[config.mk]
export PLATFORM = sky130hd
export DESIGN_NAME = tlbl_ram
export DESIGN_NICKNAME = d
export VERILOG_FILES = /design/src/rtl/tlbl_ram.sv
export SDC_FILE = /design/constraint.sdc
export NUM_CORES = 1
export LEC_CHECK = 0
export BUFFER_PORTS_ARGS = -buffer_cell sky130_fd_sc_hd__buf_4
export CAP_MARGIN = 0
export CORE_ASPECT_RATIO = 1.2
export CORE_MARGIN = 5
export CORE_UTILIZATION = 59
export CTS_CLUSTER_DIAMETER = 50
export CTS_CLUSTER_SIZE = 25
export DETAILED_ROUTE_END_ITERATION = 12
export PLACE_DENSITY = 0.83
export SYNTH_ARGS = -nofsm -noshare
export SYNTH_HDL_FRONTEND = slang
export SYNTH_SLANG_ARGS = --single-unit
[constraint.sdc]
create_clock -name clk_i -period 2.33 [get_ports clk_i]
set_input_delay 0.5825 -clock clk_i [delete_from_list [all_inputs] [get_ports clk_i]]
set_output_delay 0.5825 -clock clk_i [all_outputs]
set_load 0.005 [all_outputs]
[src/rtl/tlbl_ram.sv]
// ----------------------------------------------------------------------------
// tlbl_ram: generic simple dual-port RAM
// One write port and one read port, read data registered.
// ----------------------------------------------------------------------------
`default_nettype none

module tlbl_ram #(
  parameter int WIDTH = 8,
  parameter int DEPTH = 16
) (
  input  wire logic                     clk_i,
  input  wire logic                     we_i,
  input  wire logic [$clog2(DEPTH)-1:0] waddr_i,
  input  wire logic [WIDTH-1:0]         wdata_i,
  input  wire logic [$clog2(DEPTH)-1:0] raddr_i,
  output logic      [WIDTH-1:0]         rdata_o
);

  logic [WIDTH-1:0] mem_q [DEPTH];

  always_ff @(posedge clk_i) begin
    if (we_i) begin
      mem_q[waddr_i] <= wdata_i;
    end
    rdata_o <= mem_q[raddr_i];
  end

endmodule

`default_nettype wire

==> results.md <==
* Hold/Removal Path Class: primary input to flop
* Largest net degree at the start of global routing at 33
* Area of the mapped netlist at approximately 5100 µm²
* Maximum clock insertion buffer count at 2
* Max Fanout on Critical Path at 1
* Area growth, synth to finish at 17.23%
* Share of Yosys cell area claimed by the top area cell type at 74.67%
* Total Die Area at 10,700 µm²
* Worst Setup Start Kind: flop
* Number of fill cells at 480
* Diodes inserted at 0
* Detailed-routing iteration count for the pre-antenna-repair pass at 4
* Detailed-route DRC error count at 0
* CTS tree: done
* End of the worst register-to-register path: rdata_o[7]$_DFF_P_
* R2R depth at 3
* Antenna violations before repair at 0
* Total power consumption of the routed design at approximately 5.2 mW
* Final net count at 300
* Main combinational cell family by area after synthesis: multiplexers
* Detailed Route Iter0 Violations at about 260
* Sequential area share after synthesis at 77.78%
* Wire length per cell after detailed routing at about 24 µm
* Max VDD drop at 0.5897 mV
* Endpoint of the worst setup timing path: rdata_o[6]
* Number of buffers inserted by post-CTS setup repair at 0
* Number of nets produced by synthesis at approximately 250
* RSZ-0062 raised after global routing: false
* Routed Antenna Nets at 0
* Synth Area in Adders at 0%
* Mean instance size in the synthesized netlist at about 22 µm²
* Synthesized flop and latch total at roughly 140
* Total of max-cap violations at 0
* Combined buffer and inverter count along the critical path at 1
* Achievable clock frequency at 0.6374 GHz
* Post-CTS Hold Buffers at 0
* Power per unit of standard cell area at about 860 nW/µm²
* CTS buffer count at 17
* Worst-case register-to-register setup slack at around 0.9 ns
* CP cell instances: buf_4
* Top cells by area, synth: sky130_fd_sc_hd__edfxtp_1, sky130_fd_sc_hd__mux4_2, sky130_fd_sc_hd__mux4_1
* Startpoint of the most critical setup path: rdata_o[6]$_DFF_P_
* Sum of negative setup slack at 0 ns
* Worst clock skew at ~0.0076 ns
* Setup slack of the critical path after layout at about 0.76 ns
* Effective utilization at floorplan at between 60% and 70%
* Core Util, Final at a little over two thirds
* Final hold violations at 0
* WHS Path Cells at 1
* Post-synthesis mux area share at roughly 15%
* Setup crit end kind: primary output
* Area inside the core boundary at 8564 µm²
* GRT Residual Overflow at 0
* Dominant delay contributor by cell family on the critical path: flip-flops
* Number of synthesized flops with an enable pin at 128
* Post-CTS sizing at 0
* Clock Sink Count at around 140
* Fraction of synthesized cell area in xor and xnor cells at 0%
* Root buffer cell: sky130_fd_sc_hd__clkbuf_8
* Top post-synthesis cells by count: sky130_fd_sc_hd__edfxtp_1, sky130_fd_sc_hd__mux4_2, sky130_fd_sc_hd__a22oi_1
* Wire length of the first global-routing pass at 15,320 µm
* Row count at 37
* Minimum clock period after layout at 1.569 ns
* I/O pin count at 26
* Global-route total usage across every layer at 21.37%
* Async set-or-reset flop fraction in the synthesized netlist at 0%
* Final number of max-transition violations at 0
* Final critical-path share of the clock period at about two thirds
* Actual transition at the worst max-transition pin at about 0.45 ns
* Layout cells sized above 1 at between 20% and 30%
* Drt total wl at roughly 10,000 µm
* Synth unique cells at 19
* Worst path required time at 1.75 ns
* Vias at 2,515
* Area of the multi-input gates at 1057 µm²
* Worst path slowest cell: sky130_fd_sc_hd__dfxtp_1
* Cell type with the largest total area after synthesis: sky130_fd_sc_hd__edfxtp_1
* CTS clk-pin slew, worst paths at ~0.05 ns
* Slew headroom at between 70% and 80%
* Yosys synthesis warning count at 0
* Compound-gate portion of the synthesized area at 2.333%
* Worst Path Class, Setup: flop to primary output
* Top_reg_cell synth: sky130_fd_sc_hd__edfxtp_1
* Buffers added on ports at 25
* Biggest cell delay along the critical path at about 0.34 ns
* Vias per inst at between 6 and 7
* Worst reg2reg startpoint: mem_q[3][7]$_DFFE_PP_
* Estimated wirelength of the detail-placed design at roughly 6000 µm
* Reg area at approximately 4000 µm²
* Clock latency of the later-clocked register in the worst-skew pair at 0.52 ns
* Worst slack after detailed placement at roughly 0.24 ns
* Vertical die dimension at roughly 110 µm
* CP Depth at 1
* Number of global-route vias before repair at around 2,600
* Leakage component of the power at ~2.1 nW
* Number of H-tree branching levels at 4
* Critical path data arrival time at between 0.9 and 1 ns
* Die W at approximately 95 µm
* Simple-gate share of the synthesized area at under 10%
* Total setup violations reported at the end of the flow at 0
* Result of the run: completed
* Cells after synthesis at approximately 230
* Cell with the most instances after synthesis: sky130_fd_sc_hd__edfxtp_1
* Final weighted congestion of routability-driven global placement at ~0.77
[metrics by stage]
step                      cell area [µm²]  instances  hold slack (ns)
after floorplan                      5147        229           0.6293
after global placement               5550        380           0.6588
after detailed placement             5550        380           0.6643
after CTS                            6035        411           0.3384
after global routing                 6035        411           0.3404
final                                6035        411           0.3690
[cell type report]
type / instances / share of cell area (%)
clock inverters: 5 / 0.4354
clock buffers: 26 / 7.589
repair buffers: 44 / 5.681
flip-flops and latches: 136 / 66.35
well taps: 117 / 2.426
multi-input cells: 83 / 17.52
[registers in the layout, indices dropped and copies added (netlist names)]
name,flops
mem_q,128
rdata_o,8
[cells by family after synthesis]
kind of cell	after synthesis
flops	136
compound gates	16
mux	32
buf+inv	10
simple gates	35
[where the power goes]
part | total [mW] | switching, mW | leakage [nW] | internal [mW]
Combinational | 0.263 | 0.139 | 0.597 | 0.125
Clock | 2.17 | 0.856 | 0.234 | 1.32
Sequential | 2.75 | 0.0172 | 1.22 | 2.74
[layer usage]
metal	track usage [%]	part of all wire (%)	wire, µm
met3	7.775	8.5	853
met5	0	0	0
met1	26.48	36	3564
met2	33.58	54	5390
met4	9.817	2.1	215
[cell usage in the layout, fill, tap and decap left out]
| master | instances |
|---|---|
| sky130_fd_sc_hd__dfxtp_1 | 8 |
| sky130_fd_sc_hd__clkbuf_1 | 8 |
| sky130_fd_sc_hd__clkinv_2 | 3 |
| sky130_fd_sc_hd__nand2b_1 | 2 |
| sky130_fd_sc_hd__and2b_1 | 1 |
| sky130_fd_sc_hd__nand2_1 | 9 |
| sky130_fd_sc_hd__clkbuf_16 | 16 |
| sky130_fd_sc_hd__nand3b_1 | 2 |
| sky130_fd_sc_hd__nand3_1 | 1 |
| sky130_fd_sc_hd__or3b_2 | 1 |
| sky130_fd_sc_hd__and2_1 | 1 |
| sky130_fd_sc_hd__buf_4 | 43 |
| sky130_fd_sc_hd__a22oi_1 | 16 |
| sky130_fd_sc_hd__edfxtp_1 | 128 |
| sky130_fd_sc_hd__mux4_2 | 18 |
| sky130_fd_sc_hd__mux4_1 | 14 |
| sky130_fd_sc_hd__buf_12 | 1 |
| sky130_fd_sc_hd__nor2b_1 | 1 |
| sky130_fd_sc_hd__nor3_1 | 4 |
| sky130_fd_sc_hd__clkinv_1 | 1 |
| sky130_fd_sc_hd__clkbuf_8 | 2 |
| sky130_fd_sc_hd__nor2_1 | 13 |
| sky130_fd_sc_hd__clkinvlp_4 | 1 |
[worst min path at each step]
stage                                       from                     end
after detailed placement  mem_q[14][7]$_DFFE_PP_      rdata_o[7]$_DFF_P_
after floorplan            mem_q[7][0]$_DFFE_PP_      rdata_o[0]$_DFF_P_
after global placement    mem_q[14][6]$_DFFE_PP_      rdata_o[6]$_DFF_P_
after CTS                             wdata_i[6]   mem_q[5][6]$_DFFE_PP_
after global routing                  wdata_i[5]   mem_q[1][5]$_DFFE_PP_
final                                 wdata_i[2]  mem_q[12][2]$_DFFE_PP_
No activity file was read; power rests on OpenSTA's default activity.
